<file path="src/rtl/scs1_pkg.sv">
// Shared types, constants and keycode tables for the set 1 scancode decoder.
// No dependencies; imported by the decoder and the checker.
package scs1_pkg;

    // Special scancode bytes
    localparam logic [7:0] SC_BREAK_BIT  = 8'h80;
    localparam logic [7:0] SC_PREFIX_E0  = 8'hE0;
    localparam logic [7:0] SC_PREFIX_E1  = 8'hE1;
    localparam logic [7:0] SC_FAKE_LSHFT = 8'h2A;
    localparam logic [7:0] SC_FAKE_RSHFT = 8'h36;
    localparam logic [6:0] SC_PAUSE_HI   = 7'h1D;
    localparam logic [7:0] SC_PAUSE_LO   = 8'h45;

    // Keycodes with special handling
    localparam logic [6:0] KC_NONE  = 7'd0;
    localparam logic [6:0] KC_SHIFT = 7'd42;
    localparam logic [6:0] KC_CTRL  = 7'd29;
    localparam logic [6:0] KC_ALT   = 7'd56;
    localparam logic [6:0] KC_CAPS  = 7'd58;
    localparam logic [6:0] KC_PAUSE = 7'd119;

    // Table size (one entry per 7-bit code)
    localparam int TABLE_ENTRIES = 128;

    // E1 sequence phase
    localparam logic [1:0] E1_IDLE  = 2'd0;
    localparam logic [1:0] E1_FIRST = 2'd1;
    localparam logic [1:0] E1_LAST  = 2'd2;

    // Decoder state word, held in the state RAM
    typedef struct packed {
        logic       ext0_pending;
        logic [1:0] ext1_phase;
        logic [6:0] ext1_first;
        logic       shift_flag;
        logic       ctrl_flag;
        logic       alt_flag;
        logic       caps_flag;
    } t_dec_state;

    // One key event as queued for the output
    typedef struct packed {
        logic [6:0] key_code;
        logic       released;
        logic       shift_held;
        logic       ctrl_held;
        logic       alt_held;
        logic       caps_on;
    } t_key_event;

    // Plain codes: identity up to 82, then a few scattered keys
    function automatic logic [6:0] rom_normal(input logic [6:0] code);
        logic [6:0] kc;
        kc = KC_NONE;
        if (code <= 7'd82) begin
            kc = code;
        end else begin
            unique case (code)
                7'd83:   kc = 7'd84;
                7'd86:   kc = 7'd86;
                7'd87:   kc = 7'd87;
                7'd88:   kc = 7'd88;
                default: kc = KC_NONE;
            endcase
        end
        return kc;
    endfunction

    // E0-prefixed codes
    function automatic logic [6:0] rom_ext0(input logic [6:0] code);
        logic [6:0] kc;
        unique case (code)
            7'd29:   kc = 7'd97;
            7'd56:   kc = 7'd100;
            7'd71:   kc = 7'd102;
            7'd72:   kc = 7'd103;
            7'd73:   kc = 7'd104;
            7'd75:   kc = 7'd105;
            7'd77:   kc = 7'd106;
            7'd79:   kc = 7'd107;
            7'd80:   kc = 7'd108;
            7'd81:   kc = 7'd109;
            7'd82:   kc = 7'd110;
            7'd83:   kc = 7'd111;
            default: kc = KC_NONE;
        endcase
        return kc;
    endfunction

endpackage

</file>
<file path="src/rtl/scs1_ram.sv">
// Generic single-write, single-read RAM with registered read data.
// No dependencies.
module scs1_ram #(
    parameter int WIDTH = 8,
    parameter int DEPTH = 16
) (
    input  logic                                     i_clk,
    input  logic                                     i_we,
    input  logic [((DEPTH > 1) ? $clog2(DEPTH) : 1)-1:0] i_waddr,
    input  logic [WIDTH-1:0]                         i_wdata,
    input  logic                                     i_re,
    input  logic [((DEPTH > 1) ? $clog2(DEPTH) : 1)-1:0] i_raddr,
    output logic [WIDTH-1:0]                         o_rdata
);

    logic [WIDTH-1:0] r_mem [DEPTH];
    logic [WIDTH-1:0] r_rdata;

    // Write port
    always_ff @(posedge i_clk) begin
        if (i_we) begin
            r_mem[i_waddr] <= i_wdata;
        end
    end

    // Registered read, old data on a same-address write
    always_ff @(posedge i_clk) begin
        if (i_re) begin
            r_rdata <= r_mem[i_raddr];
        end
    end

    assign o_rdata = r_rdata;

endmodule

</file>
<file path="src/rtl/scancode_set1_decoder.sv">
// Top level of the set 1 scancode decoder: state RAM read-modify-write and output queue.
// Depends on scs1_pkg and scs1_ram.
//
//   channel   direction  handshake               payload
//   input     in         i_valid / o_stall       i_scan_byte
//   output    out        o_valid / i_stall       o_key_code, o_released, o_*_held, o_caps_on
//   config    in         i_cfg_we                i_cfg_wdata (enable)
//
// One byte per cycle sustained while o_stall is low; a byte's event is registered in stage 1
// and then in the output queue. The state word is read from RAM on acceptance and written back
// in the following cycle; a write in the same cycle as the next read is forwarded.
// Reset is synchronous and clears enable and the state (via a valid flag).
// The three-entry output queue absorbs output stalls; o_stall rises when it may fill.
module scancode_set1_decoder (
    input  logic       i_clk,
    input  logic       i_rst_n,
    // configuration
    input  logic       i_cfg_we,
    input  logic       i_cfg_wdata,
    // input channel
    input  logic       i_valid,
    output logic       o_stall,
    input  logic [7:0] i_scan_byte,
    // output channel
    output logic       o_valid,
    input  logic       i_stall,
    output logic [6:0] o_key_code,
    output logic       o_released,
    output logic       o_shift_held,
    output logic       o_ctrl_held,
    output logic       o_alt_held,
    output logic       o_caps_on
);

    import scs1_pkg::*;

    localparam int OUT_DEPTH = 3;

    logic       in_take;
    logic       out_take;
    logic       r_enable;

    logic       r_s1_valid;
    logic [7:0] r_s1_byte;

    logic       r_state_valid;
    logic       r_fwd;
    t_dec_state r_last;
    t_dec_state ram_rdata;
    t_dec_state cur;
    t_dec_state n_state;

    logic       brk;
    logic [7:0] sc;
    logic [6:0] kc;
    logic       push;
    t_key_event event_new;

    t_key_event r_queue [OUT_DEPTH];
    logic [1:0] r_wr_ptr;
    logic [1:0] r_rd_ptr;
    logic [1:0] r_count;
    logic [2:0] occupancy;

    // Handshakes
    assign occupancy = {1'b0, r_count} + {2'b00, r_s1_valid};
    assign o_stall   = (occupancy >= 3'(OUT_DEPTH));
    assign in_take   = i_valid && !o_stall;
    assign out_take  = o_valid && !i_stall;

    // Enable register
    always_ff @(posedge i_clk) begin
        if (!i_rst_n) begin
            r_enable <= 1'b0;
        end else if (i_cfg_we) begin
            r_enable <= i_cfg_wdata;
        end
    end

    // Stage 1 capture; the RAM read is issued in the same cycle
    always_ff @(posedge i_clk) begin
        if (!i_rst_n) begin
            r_s1_valid <= 1'b0;
        end else begin
            r_s1_valid <= in_take;
        end
    end

    always_ff @(posedge i_clk) begin
        if (in_take) begin
            r_s1_byte <= i_scan_byte;
        end
    end

    // State RAM, one word
    scs1_ram #(
        .WIDTH ($bits(t_dec_state)),
        .DEPTH (1)
    ) u_state_ram (
        .i_clk   (i_clk),
        .i_we    (r_s1_valid),
        .i_waddr (1'b0),
        .i_wdata (n_state),
        .i_re    (in_take),
        .i_raddr (1'b0),
        .o_rdata (ram_rdata)
    );

    // Forwarding of a write that coincided with the read, and the written flag
    always_ff @(posedge i_clk) begin
        if (!i_rst_n) begin
            r_fwd         <= 1'b0;
            r_state_valid <= 1'b0;
        end else begin
            r_fwd <= in_take && r_s1_valid;
            if (r_s1_valid) begin
                r_state_valid <= 1'b1;
            end
        end
    end

    always_ff @(posedge i_clk) begin
        if (r_s1_valid) begin
            r_last <= n_state;
        end
    end

    always_comb begin
        if (r_fwd) begin
            cur = r_last;
        end else if (r_state_valid) begin
            cur = ram_rdata;
        end else begin
            cur = '0;
        end
    end

    // Decode: prefix tracking, table lookup, modifier update
    always_comb begin
        brk = r_s1_byte[7]
              && ((cur.ext1_phase != E1_IDLE) || (r_s1_byte != SC_PREFIX_E1))
              && (cur.ext0_pending || (r_s1_byte != SC_PREFIX_E0));
        sc      = brk ? (r_s1_byte & ~SC_BREAK_BIT) : r_s1_byte;
        n_state = cur;
        kc      = KC_NONE;

        if (r_enable) begin
            priority if (cur.ext0_pending) begin
                n_state.ext0_pending = 1'b0;
                if ((sc != SC_FAKE_LSHFT) && (sc != SC_FAKE_RSHFT)) begin
                    kc = rom_ext0(sc[6:0]);
                end
            end else if (cur.ext1_phase == E1_LAST) begin
                n_state.ext1_phase = E1_IDLE;
                if ((cur.ext1_first == SC_PAUSE_HI) && (sc == SC_PAUSE_LO)) begin
                    kc = KC_PAUSE;
                end
            end else if (cur.ext1_phase == E1_FIRST) begin
                n_state.ext1_first = sc[6:0];
                n_state.ext1_phase = E1_LAST;
            end else if (sc == SC_PREFIX_E0) begin
                n_state.ext0_pending = 1'b1;
            end else if (sc == SC_PREFIX_E1) begin
                n_state.ext1_phase = E1_FIRST;
            end else begin
                kc = rom_normal(sc[6:0]);
            end

            // Modifiers; caps toggles on press only
            if (brk) begin
                if (kc == KC_SHIFT)     n_state.shift_flag = 1'b0;
                else if (kc == KC_CTRL) n_state.ctrl_flag  = 1'b0;
                else if (kc == KC_ALT)  n_state.alt_flag   = 1'b0;
            end else begin
                if (kc == KC_SHIFT)     n_state.shift_flag = 1'b1;
                else if (kc == KC_CTRL) n_state.ctrl_flag  = 1'b1;
                else if (kc == KC_ALT)  n_state.alt_flag   = 1'b1;
                else if (kc == KC_CAPS) n_state.caps_flag  = ~cur.caps_flag;
            end
        end

        push                 = r_s1_valid && r_enable && (kc != KC_NONE);
        event_new.key_code   = kc;
        event_new.released   = brk;
        event_new.shift_held = n_state.shift_flag;
        event_new.ctrl_held  = n_state.ctrl_flag;
        event_new.alt_held   = n_state.alt_flag;
        event_new.caps_on    = n_state.caps_flag;
    end

    // Output queue
    always_ff @(posedge i_clk) begin
        if (!i_rst_n) begin
            r_wr_ptr <= '0;
            r_rd_ptr <= '0;
            r_count  <= '0;
        end else begin
            if (push) begin
                r_wr_ptr <= (r_wr_ptr == 2'(OUT_DEPTH - 1)) ? 2'd0 : r_wr_ptr + 2'd1;
            end
            if (out_take) begin
                r_rd_ptr <= (r_rd_ptr == 2'(OUT_DEPTH - 1)) ? 2'd0 : r_rd_ptr + 2'd1;
            end
            if (push && !out_take) begin
                r_count <= r_count + 2'd1;
            end else if (!push && out_take) begin
                r_count <= r_count - 2'd1;
            end
        end
    end

    always_ff @(posedge i_clk) begin
        if (push) begin
            r_queue[r_wr_ptr] <= event_new;
        end
    end

    assign o_valid      = (r_count != 2'd0);
    assign o_key_code   = r_queue[r_rd_ptr].key_code;
    assign o_released   = r_queue[r_rd_ptr].released;
    assign o_shift_held = r_queue[r_rd_ptr].shift_held;
    assign o_ctrl_held  = r_queue[r_rd_ptr].ctrl_held;
    assign o_alt_held   = r_queue[r_rd_ptr].alt_held;
    assign o_caps_on    = r_queue[r_rd_ptr].caps_on;

endmodule

</file>
<file path="config.mk">
export PLATFORM = sky130hd
export DESIGN_NAME = scancode_set1_decoder
export DESIGN_NICKNAME = d
export VERILOG_FILES = /design/src/rtl/scs1_pkg.sv /design/src/rtl/scs1_ram.sv /design/src/rtl/scancode_set1_decoder.sv
export SDC_FILE = /design/constraint.sdc
export NUM_CORES = 1
export LEC_CHECK = 0
export ABC_CLOCK_PERIOD_IN_PS = 4200
export BUFFER_PORTS_ARGS = -buffer_cell sky130_fd_sc_hd__buf_2
export CELL_PAD_IN_SITES_DETAIL_PLACEMENT = 0
export CELL_PAD_IN_SITES_GLOBAL_PLACEMENT = 2
export CORE_AREA = 2 2 105 107
export CTS_BUF_LIST = sky130_fd_sc_hd__clkbuf_4 sky130_fd_sc_hd__clkbuf_8
export DETAILED_ROUTE_END_ITERATION = 16
export DIE_AREA = 0 0 107 109
export PLACE_DENSITY = 0.88
export SYNTH_ARGS = -nofsm -noshare
export SYNTH_HDL_FRONTEND = slang
export SYNTH_HIERARCHICAL = 1
export SYNTH_SLANG_ARGS = --single-unit
</file>
<file path="constraint.sdc">
create_clock -name i_clk -period 4.2 [get_ports i_clk]
set_input_delay 0.84 -clock i_clk [delete_from_list [all_inputs] [get_ports i_clk]]
set_output_delay 0.84 -clock i_clk [all_outputs]
set_load 0.005 [all_outputs]
</file>
Word level (Yosys, flattened, before mapping)

Memories as Yosys holds them, arrays and structs flattened. A register that Yosys moved wholly into a read port is not among the register bits.
Index checks and enable logic that the tools add are counted.

$add $sub $neg: 5
Magnitude comparators: 2
Equality and inequality tests: 31
Multiplexer cells: 51
Bitwise gates (word level): 1
Reductions and logical operators: 21

Operators with widths:

| operator                                                                | count |
|---|---|
| 7-bit equality test, second input constant                              | 13 |
| 7-bit two-way mux                                                       | 12 |
| 7-bit case mux with 12 select lines                                     | 1 |
| 14-bit two-way mux                                                      | 3 |
| 7-bit by 6-bit equality test with 1-bit output, second input constant   | 4 |
| 7-bit case mux with 4 select lines                                      | 1 |
| 2-bit two-way mux                                                       | 12 |
| 7-bit by 5-bit equality test with 1-bit output, second input constant   | 3 |
| 1-bit two-way mux                                                       | 18 |
| 8-bit equality test, second input constant                              | 2 |
| 8-bit by 6-bit inequality test with 1-bit output, second input constant | 2 |
| 8-bit inequality test, second input constant                            | 2 |
| 1-bit logical AND                                                       | 11 |
| 9-bit two-way mux                                                       | 1 |
| 8-bit by 7-bit equality test with 1-bit output, second input constant   | 1 |
| 8-bit two-way mux                                                       | 1 |
| 7-bit <= comparator, second input constant                              | 1 |
| 7-bit nonzero test                                                      | 1 |
| 2-bit by 1-bit adder with 2-bit output, second input constant           | 3 |
| 2-bit equality test, second input constant                              | 3 |
| 3-bit two-way mux                                                       | 2 |
| 2-bit nonzero test                                                      | 3 |
| 1-bit logical NOT                                                       | 4 |
| 2-bit by 1-bit adder with 3-bit output                                  | 1 |
| other kinds (5)                                                         | 6 |

Flip-flop bits (word level): 32
Bits in writable memories: 50
Input port bits: 14
Output and inout bits: 14
Logic and storage cells: 128
Memories kept: 2

Memory list:

| name              | depth | bits a word | rd ports | clocked after memory_dff | write ports | line                        | RTL |
|---|---|---|---|---|---|---|---|
| r_queue           | 3     | 12          | 1        | 1                        | 1           | scancode_set1_decoder.sv:59 | `t_key_event r_queue [OUT_DEPTH];` |
| u_state_ram.r_mem | 1     | 14          | 1        | 1                        | 1           | scs1_ram.sv:16              | `logic [WIDTH-1:0] r_mem [DEPTH];` |

Logic depth before layout (Yosys ltp)

Depth in word-level cells: 23
Depth in mapped cells: 13
Mapped depth without buffers: 11

Cells and area by module

Netlist, hierarchy kept.

Modules (own cells, without submodules):

| module                | times used | cells an instance | area each (um2) | seq. area each (um2) |
|---|---|---|---|---|
| scancode_set1_decoder | 1          | 342               | 3724.8          | 1981.9 |
| scs1_ram              | 1          | 28                | 840.8           | 840.8 |

Worst setup path before layout

Ideal clock, no wire load.

Path type: reg2reg
Start point: register r_s1_byte[3]
End point: memory r_queue[1][0] (netlist name), enable pin
Setup time: 399 ps
Arrival time: 2814 ps
Data required time: 3801 ps
Slack: 987 ps
Cell stages (with the launch flop): 9
Path buffers: 1
Period minus slack after synthesis: 3213 ps
Cells stage by stage: edfxtp_1 > buf_2 > nor4b_2 > nand4_1 > a2111o_1 > a21oi_2 > nor2_1 > a31o_2 > nor3b_1

Longest elaborated chain between the ends: 17
Elaborated cells between the ends (all ways): 46
Classes of those cells: order compare: 1; eq/ne: 22; mux: 15; reduce/logical: 8

RTL lines:

| item                                        | line                         | RTL |
|---|---|---|
| start: declaration                          | scancode_set1_decoder.sv:44  | `logic [7:0] r_s1_byte;` |
| start signal: assignment                    | scancode_set1_decoder.sv:91  | `r_s1_byte <= i_scan_byte;` |
| 8-bit inequality test                       | scancode_set1_decoder.sv:141 | `&& ((cur.ext1_phase != E1_IDLE) \|\| (r_s1_byte != SC_PREFIX_E1))` |
| 1-bit logical OR                            | scancode_set1_decoder.sv:141 |  |
| 1-bit logical AND                           | scancode_set1_decoder.sv:141 |  |
| 1-bit logical AND                           | scancode_set1_decoder.sv:142 | `&& (cur.ext0_pending \|\| (r_s1_byte != SC_PREFIX_E0));` |
| 8-bit two-way mux (*)                       | scancode_set1_decoder.sv:143 | `sc = brk ? (r_s1_byte & ~SC_BREAK_BIT) : r_s1_byte;` |
| 8-bit equality test                         | scancode_set1_decoder.sv:163 | `end else if (sc == SC_PREFIX_E1) begin` |
| 7-bit two-way mux                           | scancode_set1_decoder.sv:163 |  |
| 7-bit two-way mux                           | scancode_set1_decoder.sv:161 | `end else if (sc == SC_PREFIX_E0) begin` |
| 7-bit two-way mux                           | scancode_set1_decoder.sv:158 | `end else if (cur.ext1_phase == E1_FIRST) begin` |
| 7-bit two-way mux                           | scancode_set1_decoder.sv:153 | `end else if (cur.ext1_phase == E1_LAST) begin` |
| 7-bit two-way mux (*)                       | scancode_set1_decoder.sv:148 | `priority if (cur.ext0_pending) begin` |
| 7-bit two-way mux (*) (2 in series)         | scancode_set1_decoder.sv:147 | `if (r_enable) begin` |
| net kc[4]                                   | scancode_set1_decoder.sv:55  | `logic [6:0] kc;` |
| 7-bit nonzero test (*)                      | scancode_set1_decoder.sv:182 | `push = r_s1_valid && r_enable && (kc != KC_NONE);` |
| 1-bit logical AND (*)                       | scancode_set1_decoder.sv:182 |  |
| 1-bit two-way mux (*)                       | scancode_set1_decoder.sv:213 | `if (push) begin` |
| 1-bit two-way mux (implied by the code) (*) | scancode_set1_decoder.sv:214 | `r_queue[r_wr_ptr] <= event_new;` |
| end: declaration                            | scancode_set1_decoder.sv:59  |  |

Mark *: on every way through the listed nets, which the timed path passes. The rest lies on a longest branch. The select of a mux whose other input is x is not followed.

Worst setup path after layout

Start point: register r_state_valid
End point: register r_count[1]

Longest elaborated chain between the ends: 20
Elaborated cells between the ends (all ways): 34
Classes of those cells: eq/ne: 8; mux: 13; reduce/logical: 13

RTL lines:

| item                                | line                         | RTL |
|---|---|---|
| start: declaration                  | scancode_set1_decoder.sv:46  | `logic r_state_valid;` |
| start signal: assignment            | scancode_set1_decoder.sv:113 | `r_state_valid <= 1'b0;` |
| start signal: assignment            | scancode_set1_decoder.sv:117 | `r_state_valid <= 1'b1;` |
| 14-bit two-way mux (*)              | scancode_set1_decoder.sv:131 | `end else if (r_state_valid) begin` |
| 14-bit two-way mux (*)              | scancode_set1_decoder.sv:129 | `if (r_fwd) begin` |
| 2-bit nonzero test                  | scancode_set1_decoder.sv:141 |  |
| 1-bit logical OR                    | scancode_set1_decoder.sv:141 |  |
| 1-bit logical AND                   | scancode_set1_decoder.sv:141 |  |
| 1-bit logical AND                   | scancode_set1_decoder.sv:142 |  |
| 8-bit two-way mux                   | scancode_set1_decoder.sv:143 |  |
| 8-bit equality test                 | scancode_set1_decoder.sv:163 |  |
| [4 not listed]                      | -                            |  |
| 7-bit two-way mux (*)               | scancode_set1_decoder.sv:148 |  |
| 7-bit two-way mux (*) (2 in series) | scancode_set1_decoder.sv:147 |  |
| 7-bit nonzero test (*)              | scancode_set1_decoder.sv:182 |  |
| 1-bit logical AND (*)               | scancode_set1_decoder.sv:182 |  |
| net push                            | scancode_set1_decoder.sv:56  | `logic push;` |
| 1-bit logical NOT                   | scancode_set1_decoder.sv:206 | `end else if (!push && out_take) begin` |
| 1-bit logical AND                   | scancode_set1_decoder.sv:206 |  |
| 2-bit nonzero test (no line)        | -                            |  |
| end signal: assignment              | scancode_set1_decoder.sv:205 | `r_count <= r_count + 2'd1;` |
| end signal: assignment              | scancode_set1_decoder.sv:207 | `r_count <= r_count - 2'd1;` |
| end: declaration                    | scancode_set1_decoder.sv:62  | `logic [1:0] r_count;` |

Marks and branches as above.
A chain may end at the register's enable or synchronous reset.

==> PnR_summary.wiki <==
{| class="wikitable"
! Metric !! Value
|-
| Reg-to-reg critical path endpoint || r_count[1]
|-
| Total setup violations reported at the end of the flow || 0
|-
| Headroom to the max-slew limit || 0.289
|-
| R2R cell count || 10
|-
| Hold slack final || approximately 0.42 ns
|-
| Max Freq || 292 MHz
|-
| Mean instance size in the synthesized netlist || around 12 um^2
|-
| Leftover overflow at the end of global routing || 0
|-
| HPWL after detailed placement || 6010 um
|-
| Timing startpoint of the critical path || r_state_valid
|-
| Total power per unit cell area || approximately 420 nW/um^2
|-
| Nets@finish || 413
|-
| RePlAce Congestion || between 0.8 and 0.9
|-
| Count of inserted antenna diode cells || 0
|-
| Antenna violation net count after detailed routing || 0
|-
| Max Transition Viols Final || 0
|-
| Worst vdd ir || 0.336 mV
|-
| Global-route total usage across every layer || 0.159
|-
| # Post-CTS Setup Buffers || 0
|-
| Synthesized instance count || around 370
|-
| Area overhead of the layout relative to synthesis || 10.4%
|-
| Category of the critical setup timing path || reg -> reg
|-
| Cells after DPL || approximately 520
|-
| Post-CTS resize count || 0
|-
| Synth warnings || 6
|-
| Fraction of layout instances using a drive strength above 1 || 0.170
|-
| Commonest non-fill, non-tap cell in the layout || sky130_fd_sc_hd__edfxtp_1
|-
| Wire length of the first global-routing pass || roughly 14,000 um
|-
| Maximum buffer depth of the clock tree || 2
|-
| Peak fanout along the critical path || 11
|-
| Cell at the root of the clock tree || sky130_fd_sc_hd__clkbuf_8
|-
| Critical path cell sequence || nor2b_1, a22o_1, o31a_2, a31oi_1, nor4_1, a31o_2, inv_2, ha_1, or3_1, a21boi_0
|-
| Maximum number of pins on one net before global-route repair || 32
|-
| Drt first-iter violations || between 150 and 200
|-
| Launching element type of the critical path || flop
|-
| Classification of the worst-slack hold path || reg -> reg
|-
| Hold wc startpoint || u_state_ram/r_mem[0][9]
|-
| Initial antenna violation count || 0
|-
| Worst hold path endpoint || u_state_ram/o_rdata[9]
|-
| Crit path DAT || 3.73 ns
|-
| RR Startpoint || r_state_valid
|-
| Initial cell density of the core || 0.430
|-
| # DRC || 0
|-
| Crit path capture type || flop
|-
| Clock edge transition at the registers on the reported setup and hold paths || ~0.10 ns
|-
| PortBufs || 27
|-
| DR pass1 iterations || 4
|-
| Syn_nets || just under 400
|-
| Number of hold buffers added after cts || 0
|-
| Worst setup timing slack at the placement stage || between 0.7 and 0.8 ns
|-
| Setup Skew || 0.0134 ns
|-
| Later-pin clock latency in the skew report || 0.37 ns
|-
| CTS tree || done
|-
| Cell at the slowest stage of the critical path || sky130_fd_sc_hd__nor2b_1
|-
| Post-route minimum period || roughly 3.4 ns
|-
| Final wirelength || approximately 9000 um
|-
| Count of clock tree sinks || 98
|-
| Fin worst setup slack || slightly below 0.8 ns
|-
| Unrepaired setup endpoints after global routing || false
|-
| Non-filler cells in the finished layout || 540
|-
| Die H || ~110 um
|-
| Cell depth of the worst hold path || 0
|-
| H-tree Lvls || 3
|-
| Final Hold Viols || 0
|-
| Vias in the first global route || between 2,000 and 3,000
|-
| Die span in x || approximately 110 um
|-
| Core Rows || 38
|-
| Die outline area || approximately 12,000 um^2
|-
| Total Negative Setup Slacks || 0 ns
|-
| Netlist area before placement || around 4600 um^2
|-
| Slew @ Worst Pin || about 1.1 ns
|-
| Critical Path Max Stage Delay || 0.76 ns
|-
| Max-capacitance violation count || 0
|-
| Data required time at the worst endpoint || roughly 4.5 ns
|-
| Leading cell types in the layout, fill and taps excluded || sky130_fd_sc_hd__edfxtp_1 (86), sky130_fd_sc_hd__nand2_1 (38), sky130_fd_sc_hd__o21ai_0 (28)
|-
| Via count of the routed design || about 3,000
|-
| Leakage || 1.70 nW
|-
| Final worst-path cycle share || 0.816
|-
| Result of the run || finished clean
|-
| Average via count per standard cell || 5.43
|-
| Wire per inst || between 15 and 20 um
|-
| Boundary Pins || 28
|-
| Number of buffers created by CTS || 9
|-
| Std-Cell Core Area || about 11,000 um^2
|-
| Reg2Reg Setup Slack || ~0.77 ns
|}
report_power, final:
part	internal, mW	switching [mW]	total [mW]	leakage, nW
Clock	0.286	0.339	0.625	0.106
Sequential	1.13	0.0773	1.21	0.923
Combinational	0.123	0.146	0.269	0.667
metrics by stage:
stage | instance area, um^2 | util | power, mW
3_5_place_dp | 4830 | 0.455 | 1.50
2_1_floorplan | 4560 | - | 1.41
5_1_grt | 5040 | 0.475 | 2.21
4_1_cts | 5040 | 0.475 | 2.12
6_report | 5040 | 0.475 | 2.10
3_3_place_gp | 4830 | 0.455 | 1.50
registers in the layout (all words and copies together) (netlist names), named ones only:
register             flops
r_queue                 36
r_last                  14
u_state_ram/o_rdata     14
u_state_ram/r_mem       14
r_s1_byte                8
r_count                  2
r_rd_ptr                 2
r_wr_ptr                 2
r_enable                 1
r_fwd                    1
r_s1_valid               1
r_state_valid            1
area by class of cell:
| cell class | instances | area, um^2 |
|---|---|---|
| Fill cell | 945 | 5570 |
| Tap cell | 140 | 175 |
| Clock buffer | 9 | 124 |
| Sequential cell | 98 | 2820 |
| Inverter | 9 | 33.8 |
| Multi-Input combinational cell | 244 | 1610 |
| Clock inverter | 7 | 87.6 |
| Timing Repair Buffer | 33 | 180 |
layer usage:
layer  global-route usage  share of wire
met4               0.0538         0.0088
met5                    0              0
met1                0.209           0.47
met2                0.262           0.48
met3               0.0365          0.046
worst max path at each step:
stage	cells past startpoint	slack [ns]	to
CTS	10	0.73	r_count[1]
floorplan	8	0.99	r_queue[1][0]
global placement	10	0.84	r_count[1]
global route	10	0.53	r_count[1]
detailed placement	10	0.76	r_count[1]
finish	10	0.77	r_count[1]
worst max-delay path, delay by kind of cell, from the launching register on:
kind | cells | cell delay, ns
AND/OR/NAND/NOR | 3 | 1.40
AO/OA/AOI/OAI | 5 | 1.09
adder cells (fa/ha/maj) | 1 | 0.31
flip-flops | 1 | 0.50
buffers and inverters | 1 | 0.07
Note: power is estimated with default switching activity, not from simulation.
